`src/sv/complex_arithmetic_unit_assert.svh`:
```
// assertion macros used by the queue of the complex arithmetic unit rtl
`ifndef COMPLEX_ARITHMETIC_UNIT_ASSERT_SVH
`define COMPLEX_ARITHMETIC_UNIT_ASSERT_SVH

// condition must never hold at a clock edge outside reset
`define CAU_ASSERT_NEVER(label, clk, rst, expr, msg) \
   label: assert property (@(posedge clk) disable iff (rst) !(expr)) else $error(msg);

// consequent must hold in the same cycle as the antecedent
`define CAU_ASSERT_IMPLY(label, clk, rst, ante, cons, msg) \
   label: assert property (@(posedge clk) disable iff (rst) (ante) |-> (cons)) else $error(msg);

`endif

```
`src/sv/cau_pkg.sv`:
```
// types, constants and datapath functions of the complex arithmetic unit
package cau_pkg;

   localparam int IN_WIDTH    = 32;
   localparam int DATA_WIDTH  = 32;
   localparam int FRAC_BITS   = 16;
   localparam int PROD_WIDTH  = 2 * DATA_WIDTH;
   localparam int SUM_WIDTH   = PROD_WIDTH + 1;
   localparam int MAG_WIDTH   = PROD_WIDTH;
   localparam int QUO_BITS    = DATA_WIDTH + 1;
   localparam int HEAD_SHIFT  = QUO_BITS - FRAC_BITS;
   localparam int REM_WIDTH   = MAG_WIDTH + 1;
   localparam int ROOT_BITS   = QUO_BITS;
   localparam int SX_WIDTH    = 2 * ROOT_BITS;
   localparam int SREM_WIDTH  = ROOT_BITS + 3;
   localparam int QUEUE_DEPTH = 4;
   localparam int QUEUE_AW    = $clog2(QUEUE_DEPTH);

   typedef enum logic [2:0] {
      OP_ADD  = 3'd0,
      OP_SUB  = 3'd1,
      OP_MUL  = 3'd2,
      OP_DIV  = 3'd3,
      OP_NEG  = 3'd4,
      OP_EQU  = 3'd5,
      OP_MAG  = 3'd6,
      OP_NONE = 3'd7
   } op_type;

   typedef logic signed [DATA_WIDTH-1:0] data_type;

   typedef struct packed {
      op_type   op;
      data_type a_re;
      data_type a_im;
      data_type b_re;
      data_type b_im;
   } item_type;

   typedef struct packed {
      logic full;
      logic empty;
   } queue_status_type;

   typedef struct packed {
      data_type val;
      logic     sat;
   } res_type;

   typedef struct packed {
      op_type                done_op;
      data_type              done_re;
      data_type              done_im;
      logic                  done_eq;
      logic                  done_sat;
      logic                  dz;
      logic                  neg_re;
      logic                  neg_im;
      logic                  ovf_re;
      logic                  ovf_im;
      logic [REM_WIDTH-1:0]  rem_re;
      logic [REM_WIDTH-1:0]  rem_im;
      logic [QUO_BITS-1:0]   nlo_re;
      logic [QUO_BITS-1:0]   nlo_im;
      logic [QUO_BITS-1:0]   q_re;
      logic [QUO_BITS-1:0]   q_im;
      logic [MAG_WIDTH-1:0]  den;
      logic [SREM_WIDTH-1:0] srem;
      logic [ROOT_BITS-1:0]  sroot;
      logic [SX_WIDTH-1:0]   sx;
   } iter_type;

   // clip a sign and magnitude value to the data range
   function automatic res_type sat_sm(input logic neg, input logic [MAG_WIDTH-1:0] mag);
      logic [MAG_WIDTH-1:0] maxpos;
      res_type r;
      maxpos = {{(MAG_WIDTH - DATA_WIDTH + 1){1'b0}}, {(DATA_WIDTH - 1){1'b1}}};
      r.sat = 1'b0;
      if (!neg) begin
         if (mag > maxpos) begin
            r.sat = 1'b1;
            r.val = {1'b0, {(DATA_WIDTH - 1){1'b1}}};
         end else begin
            r.val = mag[DATA_WIDTH-1:0];
         end
      end else if (mag > maxpos + 1'b1) begin
         r.sat = 1'b1;
         r.val = {1'b1, {(DATA_WIDTH - 1){1'b0}}};
      end else begin
         r.val = -mag[DATA_WIDTH-1:0];
      end
      return r;
   endfunction

   // clip a one bit wider two's complement value
   function automatic res_type sat_short(input logic signed [DATA_WIDTH:0] v);
      res_type r;
      r.sat = v[DATA_WIDTH] != v[DATA_WIDTH-1];
      if (r.sat) begin
         r.val = v[DATA_WIDTH] ? {1'b1, {(DATA_WIDTH - 1){1'b0}}}
                               : {1'b0, {(DATA_WIDTH - 1){1'b1}}};
      end else begin
         r.val = v[DATA_WIDTH-1:0];
      end
      return r;
   endfunction

   // one quotient bit per divide lane and one root bit
   function automatic iter_type iter_step(input iter_type x);
      iter_type y;
      logic [REM_WIDTH-1:0] dden;
      logic [REM_WIDTH-1:0] dre;
      logic [REM_WIDTH-1:0] dim;
      logic [SREM_WIDTH-1:0] sr;
      logic [SREM_WIDTH-1:0] st;
      y = x;
      dden = {1'b0, x.den};
      dre = {x.rem_re[REM_WIDTH-2:0], x.nlo_re[QUO_BITS-1]};
      dim = {x.rem_im[REM_WIDTH-2:0], x.nlo_im[QUO_BITS-1]};
      y.nlo_re = {x.nlo_re[QUO_BITS-2:0], 1'b0};
      y.nlo_im = {x.nlo_im[QUO_BITS-2:0], 1'b0};
      if (dre >= dden) begin
         y.rem_re = dre - dden;
         y.q_re = {x.q_re[QUO_BITS-2:0], 1'b1};
      end else begin
         y.rem_re = dre;
         y.q_re = {x.q_re[QUO_BITS-2:0], 1'b0};
      end
      if (dim >= dden) begin
         y.rem_im = dim - dden;
         y.q_im = {x.q_im[QUO_BITS-2:0], 1'b1};
      end else begin
         y.rem_im = dim;
         y.q_im = {x.q_im[QUO_BITS-2:0], 1'b0};
      end
      sr = {x.srem[SREM_WIDTH-3:0], x.sx[SX_WIDTH-1 -: 2]};
      st = SREM_WIDTH'({x.sroot, 2'b01});
      y.sx = {x.sx[SX_WIDTH-3:0], 2'b00};
      if (sr >= st) begin
         y.srem = sr - st;
         y.sroot = {x.sroot[ROOT_BITS-2:0], 1'b1};
      end else begin
         y.srem = sr;
         y.sroot = {x.sroot[ROOT_BITS-2:0], 1'b0};
      end
      return y;
   endfunction

endpackage

```
`src/sv/cau_front.sv`:
```
// front end: takes requests, decodes the action and hands items to the queue
module cau_front (
   input  logic                        clock,
   input  logic                        reset,
   input  logic                        start,
   output logic                        busy,
   input  logic [2:0]                  req_action,
   input  logic signed [31:0]          req_a_re,
   input  logic signed [31:0]          req_a_im,
   input  logic signed [31:0]          req_b_re,
   input  logic signed [31:0]          req_b_im,
   input  cau_pkg::queue_status_type   qstat,
   output logic                        push,
   output cau_pkg::item_type           item
);
   import cau_pkg::*;

   logic     valid_ff, valid_in;
   item_type item_ff, item_in;
   logic     ready;
   logic     accept;
   item_type decoded;

   always_comb begin
      decoded.op   = op_type'(req_action);
      decoded.a_re = data_type'(req_a_re[DATA_WIDTH-1:0]);
      decoded.a_im = data_type'(req_a_im[DATA_WIDTH-1:0]);
      decoded.b_re = data_type'(req_b_re[DATA_WIDTH-1:0]);
      decoded.b_im = data_type'(req_b_im[DATA_WIDTH-1:0]);
   end

   assign push   = valid_ff && !qstat.full;
   assign ready  = !valid_ff || push;
   assign busy   = reset || !ready;
   assign accept = start && !busy;
   assign item   = item_ff;

   always_comb begin
      valid_in = accept || (valid_ff && !push);
      item_in  = accept ? decoded : item_ff;
   end

   always_ff @(posedge clock) begin
      if (reset) begin
         valid_ff <= 1'b0;
      end else begin
         valid_ff <= valid_in;
      end
   end

   always_ff @(posedge clock) begin
      item_ff <= item_in;
   end

endmodule

```
`config.mk`:
```
export PLATFORM = sky130hd
export DESIGN_NAME = cau_front
export DESIGN_NICKNAME = d
export VERILOG_FILES = /design/src/sv/complex_arithmetic_unit_assert.svh /design/src/sv/cau_pkg.sv /design/src/sv/cau_front.sv
export SDC_FILE = /design/constraint.sdc
export NUM_CORES = 1
export LEC_CHECK = 0
export BUFFER_PORTS_ARGS = -buffer_cell sky130_fd_sc_hd__buf_2
export CAP_MARGIN = 20
export CORE_MARGIN = 10
export CORE_UTILIZATION = 44
export DETAILED_ROUTE_END_ITERATION = 12
export PLACE_DENSITY = 0.84
export SYNTH_ARGS = -nofsm -noshare
export SYNTH_HDL_FRONTEND = slang
export SYNTH_SLANG_ARGS = --single-unit
```
`constraint.sdc`:
```
create_clock -name clock -period 13.6 [get_ports clock]
set_input_delay 1.36 -clock clock [delete_from_list [all_inputs] [get_ports clock]]
set_output_delay 1.36 -clock clock [all_outputs]
set_load 0.03 [all_outputs]
```
After elaboration in Yosys (flattened, before gate mapping)

Cells that the tools add are included.

Bits in writable memories: 0
Bits in read-only memories: 0
Bits in latches: 0
Memories kept: 0
Flip-flop bits (word level): 132

Muxes and demuxes: 0
Divide/modulo/power cells: 0
$add $sub $neg: 0
Bitwise gates (word level): 0
$lt $le $gt $ge: 0
Multiply operators: 0
Shift-type cells: 0
Reductions and logical operators: 11
Equal/unequal tests: 0

Operators with widths:

| kind              | number |
|---|---|
| 1-bit zero test   | 5 |
| 1-bit logical AND | 3 |
| 1-bit logical OR  | 3 |

Longest topological paths before layout

Word-level depth: 8
Depth in mapped cells: 2
Mapped depth without buffers: 2

Worst setup path after synthesis

No wires, ideal clock.

Path type: input -> register
From: in qstat[1] (netlist bit)
To: reg item_ff, in the netlist item[0] (enable)
Path buffers: 0
Stages: 2
Arrival: 5.013 ns
Data required time: 13.082 ns
Library setup time: 0.518 ns
Slack: 8.069 ns
Path through: a21o_1 -> nor2_2

Longest elaborated chain between the ends: 7

Ends and longest elaborated chain:

| what                 | RTL line        | RTL |
|---|---|---|
| start, declared      | cau_front.sv:12 | `input cau_pkg::queue_status_type qstat,` |
| 1-bit zero test      | cau_front.sv:32 | `assign push = valid_ff && !qstat.full;` |
| 1-bit logical AND    | cau_front.sv:32 |  |
| 1-bit logical OR     | cau_front.sv:33 | `assign ready = !valid_ff \|\| push;` |
| 1-bit zero test      | cau_front.sv:34 | `assign busy = reset \|\| !ready;` |
| 1-bit logical OR     | cau_front.sv:34 |  |
| 1-bit zero test      | cau_front.sv:35 | `assign accept = start && !busy;` |
| 1-bit logical AND    | cau_front.sv:35 |  |
| named net accept     | cau_front.sv:21 | `logic accept;` |
| end signal, assigned | cau_front.sv:52 | `item_ff <= item_in;` |
| end, declared        | cau_front.sv:19 | `item_type item_ff, item_in;` |

The timed path passes the listed nets, and every way through them passes these cells.
A chain may end at the register's enable or synchronous reset.

Worst setup path after layout

From: in qstat[1] (netlist bit)
To: out busy

Longest elaborated chain between the ends: 5

Ends and longest elaborated chain:

| what              | RTL line        | RTL |
|---|---|---|
| 1-bit zero test   | cau_front.sv:32 |  |
| 1-bit logical AND | cau_front.sv:32 |  |
| 1-bit logical OR  | cau_front.sv:33 |  |
| 1-bit zero test   | cau_front.sv:34 |  |
| 1-bit logical OR  | cau_front.sv:34 |  |
| end, declared     | cau_front.sv:6  | `output logic busy,` |

Every way passes these cells.

==> impl_metrics.ini <==
[outcome]
status = finished clean

[detailed_routing]
drc_errors = 0
vias = 2467
via_per_inst = 4.51
wl_mm = 11.1
postRouteAntennaNets = 0
drtIter0Drc = 78
routedWlPerCell_um = 20.2
first_pass_iters = 4

[pwr]
power_density_mw_per_mm2 = 168
peakVddDrop_mv = 0.105
power_leakage_nw = 2.62

[placement]
dpl.hpwl_mm = 8.89
portBuffers = 267
gp_congestion = 0.683

[cells_and_area]
nNetsFinal = 562
nFillCells = 563
antennaDiodeCount = 0
final_util_pct = 69.7
drive_gt1_share_pct = 68.3
area_delta_synth_final_pct = 53.1

[logic_synthesis]
yosys.area_share.simple_pct = 0.471
synth_adder_area_share_pct = 0
synth_top_family_by_area = simple AND/OR/NAND/NOR gates
yosysMostFrequentCell = edfxtp_1
synthCells = 138
ys_seq_elements = 132
synthArstFlopShare_pct = 0
synthDistinctLibCells = 8
synth_top_area_cell = edfxtp_1
synth-compound-area-share_pct = 0.314
synth_area_mm2 = 0.00399
seq_area_frac_synth_pct = 99.1
avgSynthCellArea_um2 = 28.9
synth_edf_count = 131
muxShareOfSynthArea_pct = 0
yosys_warnings = 0
synthesis.nets = 274
synth_top_area_share_pct = 98.6
synth-xor-area-share_pct = 0
ys_top_cells_by_area = edfxtp_1 (99%), dfxtp_1 (0.50%), and2b_2 (0.22%)
synthFlopType = edfxtp_1

[timing]
setup_viol = 0
worstMarginPinSlew_ns = 0.927
period_share_pct = 23.8
maxSlewHeadroom_pct = 38.2
hold_viol_final = 0
rsz0062_at_grt = no
fmax_mhz = 309
report.final.slew_viol_count = 0
skew_ns = 0.00439
fin_crit_ns = 3.23
tns_ns = 0

[critical_path]
r2r_cells = 3
setup.worst_path.start_class = input pin
startpoint = qstat[1]
critPathMaxFanout = 3
endpoint = busy
endpoint_kind = primary output
criticalPathCategory = input pin to primary output
rr_endpoint = item[34]$_DFFE_PP_
crit_arrival_ns = 1.87
required_ns = 12.24
r2r_start = valid_ff$_SDFF_PP0_
ff2ff_setup_slack_ns = 11.86

[global_routing]
top_usage_layer = met2
track_usage_pct = 16.0
met1_usage_pct = 14.6
met2_usage_pct = 27.9
first_global_vias = 2763
grt_antenna_before_repair = 0
grt_pass1_wl_mm = 15.7
grt_max_degree = 76
grt-ovfl-total = 0
grt_use_met3_pct = 10.3

[clocking]
clk-insertion-delay-late_ns = 0.50
cts_tree = done
htree_levels = 4
cts_buffers = 17
cts_resized = 0
post-cts-setup-buffers = 0
clkSinkCount = 132
clk_pin_slew_ns = 0.06
cts_buffer_depth = 2
cts-root-buf = clkbuf_8
cts_hold_buffers = 0

[floorplanning]
die_w_um = 115
core_region_area_mm2 = 0.00876
die_h_um = 115
dieArea_mm2 = 0.0133
ios = 269
start_util_pct = 45.5
rows = 34

[run]
maxCapViolCount = 0

[min_path]
min-delay-start = valid_ff$_SDFF_PP0_
hold_class = flip-flop to flip-flop
## kinds of logic (layout without fill, tap and decap cells)
group | Yosys count | after routing
AOI/OAI and AO/OA | 2 | 2
DFF | 132 | 132
and+or+nand+nor | 3 | 3
buffers and inverters | 1 | 302
## layer usage
metal / share of wire, % / vias to the layer above
li1: - / 1138
met1: 31 / 1153
met2: 53 / 170
met3: 15 / 6
met4: 0.61 / 0
met5: 0 / -
## worst max-delay path, cell delays in order
cell and delay [ns]:
buf_2 0.11, a21o_1 0.21, buf_2 0.19
## layout by cell type (no fill, tap or decap), drive strengths merged
cell and n:
nor2 2, and2b 1, clkinv 6, clkbuf 19, inv 2, bufinv 5
clkinvlp 1, dfxtp 1, a21oi 1, buf 269, a21o 1, edfxtp 131
## how the worst min path moves through the flow
stage,to,cells past startpoint
after global placement,valid_ff$_SDFF_PP0_,2
after CTS,valid_ff$_SDFF_PP0_,2
after detailed placement,valid_ff$_SDFF_PP0_,2
final,valid_ff$_SDFF_PP0_,2
after global routing,valid_ff$_SDFF_PP0_,2
after floorplan,valid_ff$_SDFF_PP0_,2
## state kept, by name, summed over array words and instances, names as in the netlist
| name | count |
|---|---|
| valid_ff | 1 |
| item | 131 |
## cell type report
| cell class | count | area [µm²] | share of cell area, % |
|---|---|---|---|
| sequential | 132 | 3950 | 64.7 |
| timing repair buffer | 269 | 1350 | 22.1 |
| clock buffer | 19 | 422 | 6.90 |
| clock inverter | 13 | 206 | 3.38 |
| tap | 108 | 135 | 2.21 |
| multi-input combinational | 5 | 36.3 | 0.594 |
| inverter | 1 | 3.75 | 0.0615 |
## through the flow
step	area, µm²	cells	hold slack [ns]	power (mW)	setup WS, ns
6_report	6110	547	0.513	1.03	10.37
5_1_grt	6110	547	0.610	1.06	10.34
4_1_cts	6110	547	0.521	1.04	10.36
3_5_place_dp	5480	515	0.505	0.560	10.36
3_3_place_gp	5480	515	0.493	0.557	10.37
2_1_floorplan	3990	138	0.467	0.523	8.07
## where the power goes
part	switching [mW]	leakage, nW	internal [mW]
logic	0.0535	1.09	0.0245
registers	0.00371	1.23	0.469
clock network	0.159	0.304	0.316
total	0.216	2.62	0.809
Note: power is estimated with default switching activity, not from simulation.
