**config.mk**
```make
export PLATFORM = sky130hd
export DESIGN_NAME = cau_queue
export DESIGN_NICKNAME = d
export VERILOG_FILES = /design/src/sv/cau_pkg.sv /design/src/sv/cau_queue.sv
export VERILOG_INCLUDE_DIRS = /design/src /design/src/sv
export SDC_FILE = /design/constraint.sdc
export NUM_CORES = 1
export LEC_CHECK = 0
export ABC_AREA = 1
export BUFFER_PORTS_ARGS = -buffer_cell sky130_fd_sc_hd__buf_2
export CAP_MARGIN = 30
export CORE_ASPECT_RATIO = 0.8
export CORE_UTILIZATION = 50
export DETAILED_ROUTE_END_ITERATION = 10
export GPL_ROUTABILITY_DRIVEN = 0
export HOLD_SLACK_MARGIN = 0.15
export PLACE_DENSITY = 0.71
export SLEW_MARGIN = 20
export SYNTH_ARGS = -nofsm -noshare
export SYNTH_HDL_FRONTEND = slang
export SYNTH_SLANG_ARGS = --single-unit
```
**constraint.sdc**
```tcl
create_clock -name clock -period 4.2 [get_ports clock]
set_input_delay 0.63 -clock clock [delete_from_list [all_inputs] [get_ports clock]]
set_output_delay 0.63 -clock clock [all_outputs]
set_load 0.03 [all_outputs]
```
**src/sv/complex_arithmetic_unit_assert.svh**
```systemverilog
// assertion macros used by the queue of the complex arithmetic unit rtl
`ifndef COMPLEX_ARITHMETIC_UNIT_ASSERT_SVH
`define COMPLEX_ARITHMETIC_UNIT_ASSERT_SVH

// condition must never hold at a clock edge outside reset
`define CAU_ASSERT_NEVER(label, clk, rst, expr, msg) \
   label: assert property (@(posedge clk) disable iff (rst) !(expr)) else $error(msg);

// consequent must hold in the same cycle as the antecedent
`define CAU_ASSERT_IMPLY(label, clk, rst, ante, cons, msg) \
   label: assert property (@(posedge clk) disable iff (rst) (ante) |-> (cons)) else $error(msg);

`endif

```
**src/sv/cau_pkg.sv**
```systemverilog
// types, constants and datapath functions of the complex arithmetic unit
package cau_pkg;

   localparam int IN_WIDTH    = 32;
   localparam int DATA_WIDTH  = 32;
   localparam int FRAC_BITS   = 16;
   localparam int PROD_WIDTH  = 2 * DATA_WIDTH;
   localparam int SUM_WIDTH   = PROD_WIDTH + 1;
   localparam int MAG_WIDTH   = PROD_WIDTH;
   localparam int QUO_BITS    = DATA_WIDTH + 1;
   localparam int HEAD_SHIFT  = QUO_BITS - FRAC_BITS;
   localparam int REM_WIDTH   = MAG_WIDTH + 1;
   localparam int ROOT_BITS   = QUO_BITS;
   localparam int SX_WIDTH    = 2 * ROOT_BITS;
   localparam int SREM_WIDTH  = ROOT_BITS + 3;
   localparam int QUEUE_DEPTH = 4;
   localparam int QUEUE_AW    = $clog2(QUEUE_DEPTH);

   typedef enum logic [2:0] {
      OP_ADD  = 3'd0,
      OP_SUB  = 3'd1,
      OP_MUL  = 3'd2,
      OP_DIV  = 3'd3,
      OP_NEG  = 3'd4,
      OP_EQU  = 3'd5,
      OP_MAG  = 3'd6,
      OP_NONE = 3'd7
   } op_type;

   typedef logic signed [DATA_WIDTH-1:0] data_type;

   typedef struct packed {
      op_type   op;
      data_type a_re;
      data_type a_im;
      data_type b_re;
      data_type b_im;
   } item_type;

   typedef struct packed {
      logic full;
      logic empty;
   } queue_status_type;

   typedef struct packed {
      data_type val;
      logic     sat;
   } res_type;

   typedef struct packed {
      op_type                done_op;
      data_type              done_re;
      data_type              done_im;
      logic                  done_eq;
      logic                  done_sat;
      logic                  dz;
      logic                  neg_re;
      logic                  neg_im;
      logic                  ovf_re;
      logic                  ovf_im;
      logic [REM_WIDTH-1:0]  rem_re;
      logic [REM_WIDTH-1:0]  rem_im;
      logic [QUO_BITS-1:0]   nlo_re;
      logic [QUO_BITS-1:0]   nlo_im;
      logic [QUO_BITS-1:0]   q_re;
      logic [QUO_BITS-1:0]   q_im;
      logic [MAG_WIDTH-1:0]  den;
      logic [SREM_WIDTH-1:0] srem;
      logic [ROOT_BITS-1:0]  sroot;
      logic [SX_WIDTH-1:0]   sx;
   } iter_type;

   // clip a sign and magnitude value to the data range
   function automatic res_type sat_sm(input logic neg, input logic [MAG_WIDTH-1:0] mag);
      logic [MAG_WIDTH-1:0] maxpos;
      res_type r;
      maxpos = {{(MAG_WIDTH - DATA_WIDTH + 1){1'b0}}, {(DATA_WIDTH - 1){1'b1}}};
      r.sat = 1'b0;
      if (!neg) begin
         if (mag > maxpos) begin
            r.sat = 1'b1;
            r.val = {1'b0, {(DATA_WIDTH - 1){1'b1}}};
         end else begin
            r.val = mag[DATA_WIDTH-1:0];
         end
      end else if (mag > maxpos + 1'b1) begin
         r.sat = 1'b1;
         r.val = {1'b1, {(DATA_WIDTH - 1){1'b0}}};
      end else begin
         r.val = -mag[DATA_WIDTH-1:0];
      end
      return r;
   endfunction

   // clip a one bit wider two's complement value
   function automatic res_type sat_short(input logic signed [DATA_WIDTH:0] v);
      res_type r;
      r.sat = v[DATA_WIDTH] != v[DATA_WIDTH-1];
      if (r.sat) begin
         r.val = v[DATA_WIDTH] ? {1'b1, {(DATA_WIDTH - 1){1'b0}}}
                               : {1'b0, {(DATA_WIDTH - 1){1'b1}}};
      end else begin
         r.val = v[DATA_WIDTH-1:0];
      end
      return r;
   endfunction

   // one quotient bit per divide lane and one root bit
   function automatic iter_type iter_step(input iter_type x);
      iter_type y;
      logic [REM_WIDTH-1:0] dden;
      logic [REM_WIDTH-1:0] dre;
      logic [REM_WIDTH-1:0] dim;
      logic [SREM_WIDTH-1:0] sr;
      logic [SREM_WIDTH-1:0] st;
      y = x;
      dden = {1'b0, x.den};
      dre = {x.rem_re[REM_WIDTH-2:0], x.nlo_re[QUO_BITS-1]};
      dim = {x.rem_im[REM_WIDTH-2:0], x.nlo_im[QUO_BITS-1]};
      y.nlo_re = {x.nlo_re[QUO_BITS-2:0], 1'b0};
      y.nlo_im = {x.nlo_im[QUO_BITS-2:0], 1'b0};
      if (dre >= dden) begin
         y.rem_re = dre - dden;
         y.q_re = {x.q_re[QUO_BITS-2:0], 1'b1};
      end else begin
         y.rem_re = dre;
         y.q_re = {x.q_re[QUO_BITS-2:0], 1'b0};
      end
      if (dim >= dden) begin
         y.rem_im = dim - dden;
         y.q_im = {x.q_im[QUO_BITS-2:0], 1'b1};
      end else begin
         y.rem_im = dim;
         y.q_im = {x.q_im[QUO_BITS-2:0], 1'b0};
      end
      sr = {x.srem[SREM_WIDTH-3:0], x.sx[SX_WIDTH-1 -: 2]};
      st = SREM_WIDTH'({x.sroot, 2'b01});
      y.sx = {x.sx[SX_WIDTH-3:0], 2'b00};
      if (sr >= st) begin
         y.srem = sr - st;
         y.sroot = {x.sroot[ROOT_BITS-2:0], 1'b1};
      end else begin
         y.srem = sr;
         y.sroot = {x.sroot[ROOT_BITS-2:0], 1'b0};
      end
      return y;
   endfunction

endpackage

```
**src/sv/cau_queue.sv**
```systemverilog
// short item queue between the front end and the execution pipeline
`include "complex_arithmetic_unit_assert.svh"

module cau_queue (
   input  logic                        clock,
   input  logic                        reset,
   input  logic                        push,
   input  cau_pkg::item_type           item_in,
   input  logic                        pop,
   output cau_pkg::item_type           item_out,
   output cau_pkg::queue_status_type   status
);
   import cau_pkg::*;

   item_type              mem_ff [QUEUE_DEPTH];
   logic [QUEUE_AW-1:0]   wr_ptr_ff, wr_ptr_in;
   logic [QUEUE_AW-1:0]   rd_ptr_ff, rd_ptr_in;
   logic [QUEUE_AW:0]     count_ff, count_in;

   assign status.full  = count_ff == (QUEUE_AW + 1)'(QUEUE_DEPTH);
   assign status.empty = count_ff == '0;
   assign item_out     = mem_ff[rd_ptr_ff];

   always_comb begin
      wr_ptr_in = push ? wr_ptr_ff + 1'b1 : wr_ptr_ff;
      rd_ptr_in = pop ? rd_ptr_ff + 1'b1 : rd_ptr_ff;
      count_in  = count_ff;
      if (push && !pop) begin
         count_in = count_ff + 1'b1;
      end else if (pop && !push) begin
         count_in = count_ff - 1'b1;
      end
   end

   always_ff @(posedge clock) begin
      if (reset) begin
         wr_ptr_ff <= '0;
         rd_ptr_ff <= '0;
         count_ff  <= '0;
      end else begin
         wr_ptr_ff <= wr_ptr_in;
         rd_ptr_ff <= rd_ptr_in;
         count_ff  <= count_in;
      end
   end

   always_ff @(posedge clock) begin
      if (push) begin
         mem_ff[wr_ptr_ff] <= item_in;
      end
   end

   `CAU_ASSERT_NEVER(a_push_full, clock, reset, push && status.full, "push into full queue")
   `CAU_ASSERT_NEVER(a_pop_empty, clock, reset, pop && status.empty, "pop from empty queue")
   `CAU_ASSERT_IMPLY(a_count_ptr, clock, reset, status.empty, wr_ptr_ff == rd_ptr_ff, "pointers differ while empty")

endmodule

```
After elaboration in Yosys (flattened, before gate mapping)
Memories as Yosys holds them, arrays and structs flattened. A register that Yosys moved wholly into a read port is not among the register bits.
Cells that the tools add are included.
{"block": "word_totals", "latch_bits": 0, "rom_bits": 0, "inputBits": 135, "memories": 1, "ff_bits": 7, "mem_bits_rw": 524, "word_cells": 21, "out_inout_bits": 133}
{"block": "classes", "n_mux": 6, "eq_ne": 1, "n_addsub": 4, "magnitude_cmp": 0, "multipliers": 0, "bitwise": 0, "n_reduce_logical": 6, "n_div": 0, "shifts": 0}
{"memory": "mem_ff", "words": 4, "word_bits": 131, "read_ports": 1, "rd_ports_with_merged_regs": 1, "write_ports": 1, "line": "cau_queue.sv:15", "source": "item_type mem_ff [QUEUE_DEPTH];"}
{"op": "2-to-1 mux 3 bit", "count": 2}
{"op": "adder 2 x 1 -> 2 bit (second input constant)", "count": 2}
{"op": "2-to-1 mux 2 bit", "count": 2}
{"op": "adder 3 x 1 -> 3 bit (second input constant)", "count": 1}
{"op": "equality test 3 bit (second input constant)", "count": 1}
{"op": "zero test 3 bit", "count": 1}
{"op": "subtractor 3 x 1 -> 3 bit (second input constant)", "count": 1}
{"op": "logical AND 1 bit", "count": 2}
{"op": "zero test 1 bit", "count": 2}
{"op": "2-to-1 mux 1 bit", "count": 2}
{"op": "nonzero test 2 bit", "count": 1}

Depth between registers and ports, before layout
{"block": "depth", "word_depth": 4, "depth_mapped": 10, "mapped_depth_nobuf": 10}

Worst setup path before layout
Ideal clock, no wire load.
{"block": "synth_timing", "kind": "input port to flip-flop", "startpoint": "input push", "endpoint": "memory mem_ff[2][0] (netlist name), enable pin", "path_slack_ns": 0.529, "stages": 2, "t_required_ns": 3.716, "n_path_buf": 0, "arrival_time_ns": 3.187, "path_cell_list": "nand2_1 inv_1"}
{"block": "synth_between", "elab_chain_cells": 2}
{"item": "from (decl)", "line": "cau_queue.sv:7", "source": "input logic push,"}
{"item": "2-to-1 mux 1 bit", "line": "cau_queue.sv:48", "source": "if (push) begin"}
{"item": "2-to-1 mux 1 bit (implied by the code)", "line": "cau_queue.sv:49", "source": "mem_ff[wr_ptr_ff] <= item_in;"}
{"item": "to (decl)", "line": "cau_queue.sv:15"}
No other way between the ends.

==> flow_metrics.tcl <==
set metrics [dict create \
    status "complete, no violations" \
    power_density_nw_per_um2 501 \
    grt_pass1_vias 11821 \
    cp_data_required_time_ns 3.57 \
    top_layer "met5" \
    antenna_found_initial 13 \
    critical_path_class "reg -> out" \
    r2r_slack_ns 2.14 \
    vias 11812 \
    postRouteAntennaNets 0 \
    holdPathStages 2 \
    core_region_area_um2 38700 \
    clockBufferDepth 3 \
    cts.repair.resized 0 \
    worstMarginPinSlew_ns 0.862 \
    setup_viol 0 \
    syn_inst 1324 \
    syn_area_um2 19800 \
    fin_ws_ns 1.16 \
    clk_latency_ns 0.56 \
    dp_hpwl_mm 23.7 \
    cts_inserted_buffers 50 \
    final_cell_mix "edfxtp_1 (524), nor2_1 (268), buf_2 (267)" \
    grt.overflow.total 0 \
    drive_gt1_share_pct 22.0 \
    leakage_nw 7.97 \
    final-max-slew-violation-count 0 \
    initial_core_util_pct 51.3 \
    routedWlPerCell_um 19.8 \
    fmax_mhz 329 \
    setup_tns_ns 0 \
    synth_warnings 0 \
    drtIter0Drc 815 \
    rsz0062_at_grt "false" \
    synth-seq-cells 533 \
    grt_start_max_net_pins 132 \
    r2r_end "mem_ff[0][23]" \
    synth_nets 1465 \
    io_pins 268 \
    drv_cap 0 \
    cts-root-buf "clkbuf_16" \
    ir_drop_uv 466 \
    wl_met1_mm 18.1 \
    wl_met2_mm 20.2 \
    cts_sinks 533 \
    fp-row-count 64 \
    worstPathMaxFanout 96 \
    htreeDepth 2 \
    preCtsSetupSlack_ns 1.73 \
    r2r_cells 5 \
    cts_tree "built" \
    clk_pin_slew_worst_paths_ns 0.06 \
    final_common_cell "edfxtp_1" \
    fillerInstances 2957 \
    first_pass_iters 5 \
    hp-class "in -> reg" \
    areaGrowthSynthToFinish_pct 16.3 \
    hold_buffers 0 \
    finalHoldViolCount 0 \
    fin_crit_ns 3.04 \
    hold_path_end "count_ff[0]" \
    wl_met3_mm 3.48 \
    start_kind "register" \
    period_share_pct 72.5 \
    nets 1719 \
    drc 0 \
    grt_pass1_wl_mm 65.6 \
    die_width_um 225 \
    hold_start "reset" \
    crit_arrival_ns 2.41 \
    crit_path_end_kind "primary output" \
    vias_per_cell 5.50 \
    avgSynthCellArea_um2 15.0 \
    die_y_um 180 \
    reg2reg_from "wr_ptr_ff[0]" \
    postCtsSetupBuffers 0 \
    track_usage_pct 20.9 \
    slew_headroom_pct 42.5 \
    port_buffers 267 \
    finalWirelength_mm 42.4 \
    die-area_um2 40500 \
    ys_seq_area_share_pct 80.2 \
    ys_types 23 \
    fin_worst_skew_ns 0.0208 \
]
kinds of logic (layout without fill, tap and decap cells):
logic type / Yosys count / after routing / share of synthesized area (%)
DFF: 533 / 533 / 80.2
AOI/OAI and AO/OA: 401 / 401 / 10.9
and+or+nand+nor: 281 / 281 / 5.35
buffers and inverters: 102 / 390 / 3.05
adders and majority gates: 6 / 6 / 0.416
xor gates and xnor gates: 1 / 1 / 0.0441
other: 0 / 7 / 0
per-stage QoR:
| step | hold WS, ns | utilization, % | cell area [µm²] | cells | total power, mW |
|---|---|---|---|---|---|
| 6_report | 0.242 | 59.7 | 23100 | 2147 | 11.6 |
| 5_1_grt | 0.220 | 59.6 | 23100 | 2143 | 12.0 |
| 3_3_place_gp | 0.420 | 55.8 | 21600 | 2054 | 7.55 |
| 4_1_cts | 0.211 | 59.6 | 23100 | 2140 | 11.6 |
| 3_5_place_dp | 0.427 | 55.8 | 21600 | 2054 | 7.58 |
| 2_1_floorplan | 0.412 | - | 19800 | 1324 | 7.13 |
power breakdown:
part | internal, mW | switching [mW] | total [mW]
clock network | 2.27 | 1.83 | 4.10
logic | 0.341 | 0.983 | 1.32
registers | 6.08 | 0.0528 | 6.13
total | 8.70 | 2.86 | 11.6
synth_stat cells:
| library cell | n | area share, % |
|---|---|---|
| edfxtp_1 | 524 | 79 |
| inv_6 | 1 | 0.044 |
| clkbuf_1 | 29 | 0.55 |
| buf_6 | 21 | 1.2 |
| fa_1 | 1 | 0.10 |
| nor2_1 | 268 | 5.1 |
| nand2_1 | 9 | 0.17 |
| buf_4 | 2 | 0.076 |
| nand4_1 | 1 | 0.032 |
| inv_1 | 15 | 0.28 |
| nand3_1 | 1 | 0.025 |
| o21ai_1 | 72 | 1.8 |
| ha_1 | 5 | 0.32 |
| nor3_1 | 2 | 0.050 |
| buf_8 | 1 | 0.076 |
| dfxtp_1 | 9 | 0.91 |
| o22ai_1 | 131 | 4.1 |
| o21ai_0 | 195 | 4.9 |
| clkbuf_2 | 4 | 0.10 |
| buf_2 | 28 | 0.71 |
| xor2_1 | 1 | 0.044 |
| inv_2 | 1 | 0.019 |
| a21oi_1 | 3 | 0.076 |
sequential cells by signal (all words and copies together) (netlist names), named ones only:
signal / cells
count_ff: 3
mem_ff: 524
rd_ptr_ff: 2
wr_ptr_ff: 2
worst max-delay path, stage by stage, from the launching register on:
cell	delay, ns
dfxtp_4	0.41
inv_8	0.42
buf_12	0.38
nor2_1	0.07
o22ai_1	0.27
buf_2	0.26
how the worst max path moves through the flow:
stage	startpoint	end	slack (ns)
floorplan	push	mem_ff[2][0]	0.53
global placement	register	item_out[69]	1.75
detailed placement	register	item_out[69]	1.73
CTS	register	item_out[69]	1.12
global route	register	item_out[69]	0.97
finish	register	item_out[69]	1.16
layer usage:
metal	global-route usage [%]	vias up
li1	-	5521
met1	28.4	5799
met2	33.4	417
met3	5.74	63
met4	5.61	12
met5	0	-
layout make-up:
type	count	area [µm²]	share of cell area, %
Multi-Input combinational cell	689	3320	14.4
Inverter	17	93.8	0.407
Sequential cell	533	15900	69.0
Timing Repair Buffer	287	1600	6.93
Clock inverter	23	139	0.602
Tap cell	528	661	2.86
Antenna cell	7	17.5	0.0759
Clock buffer	63	1320	5.73
Note: power is estimated with default switching activity, not from simulation.
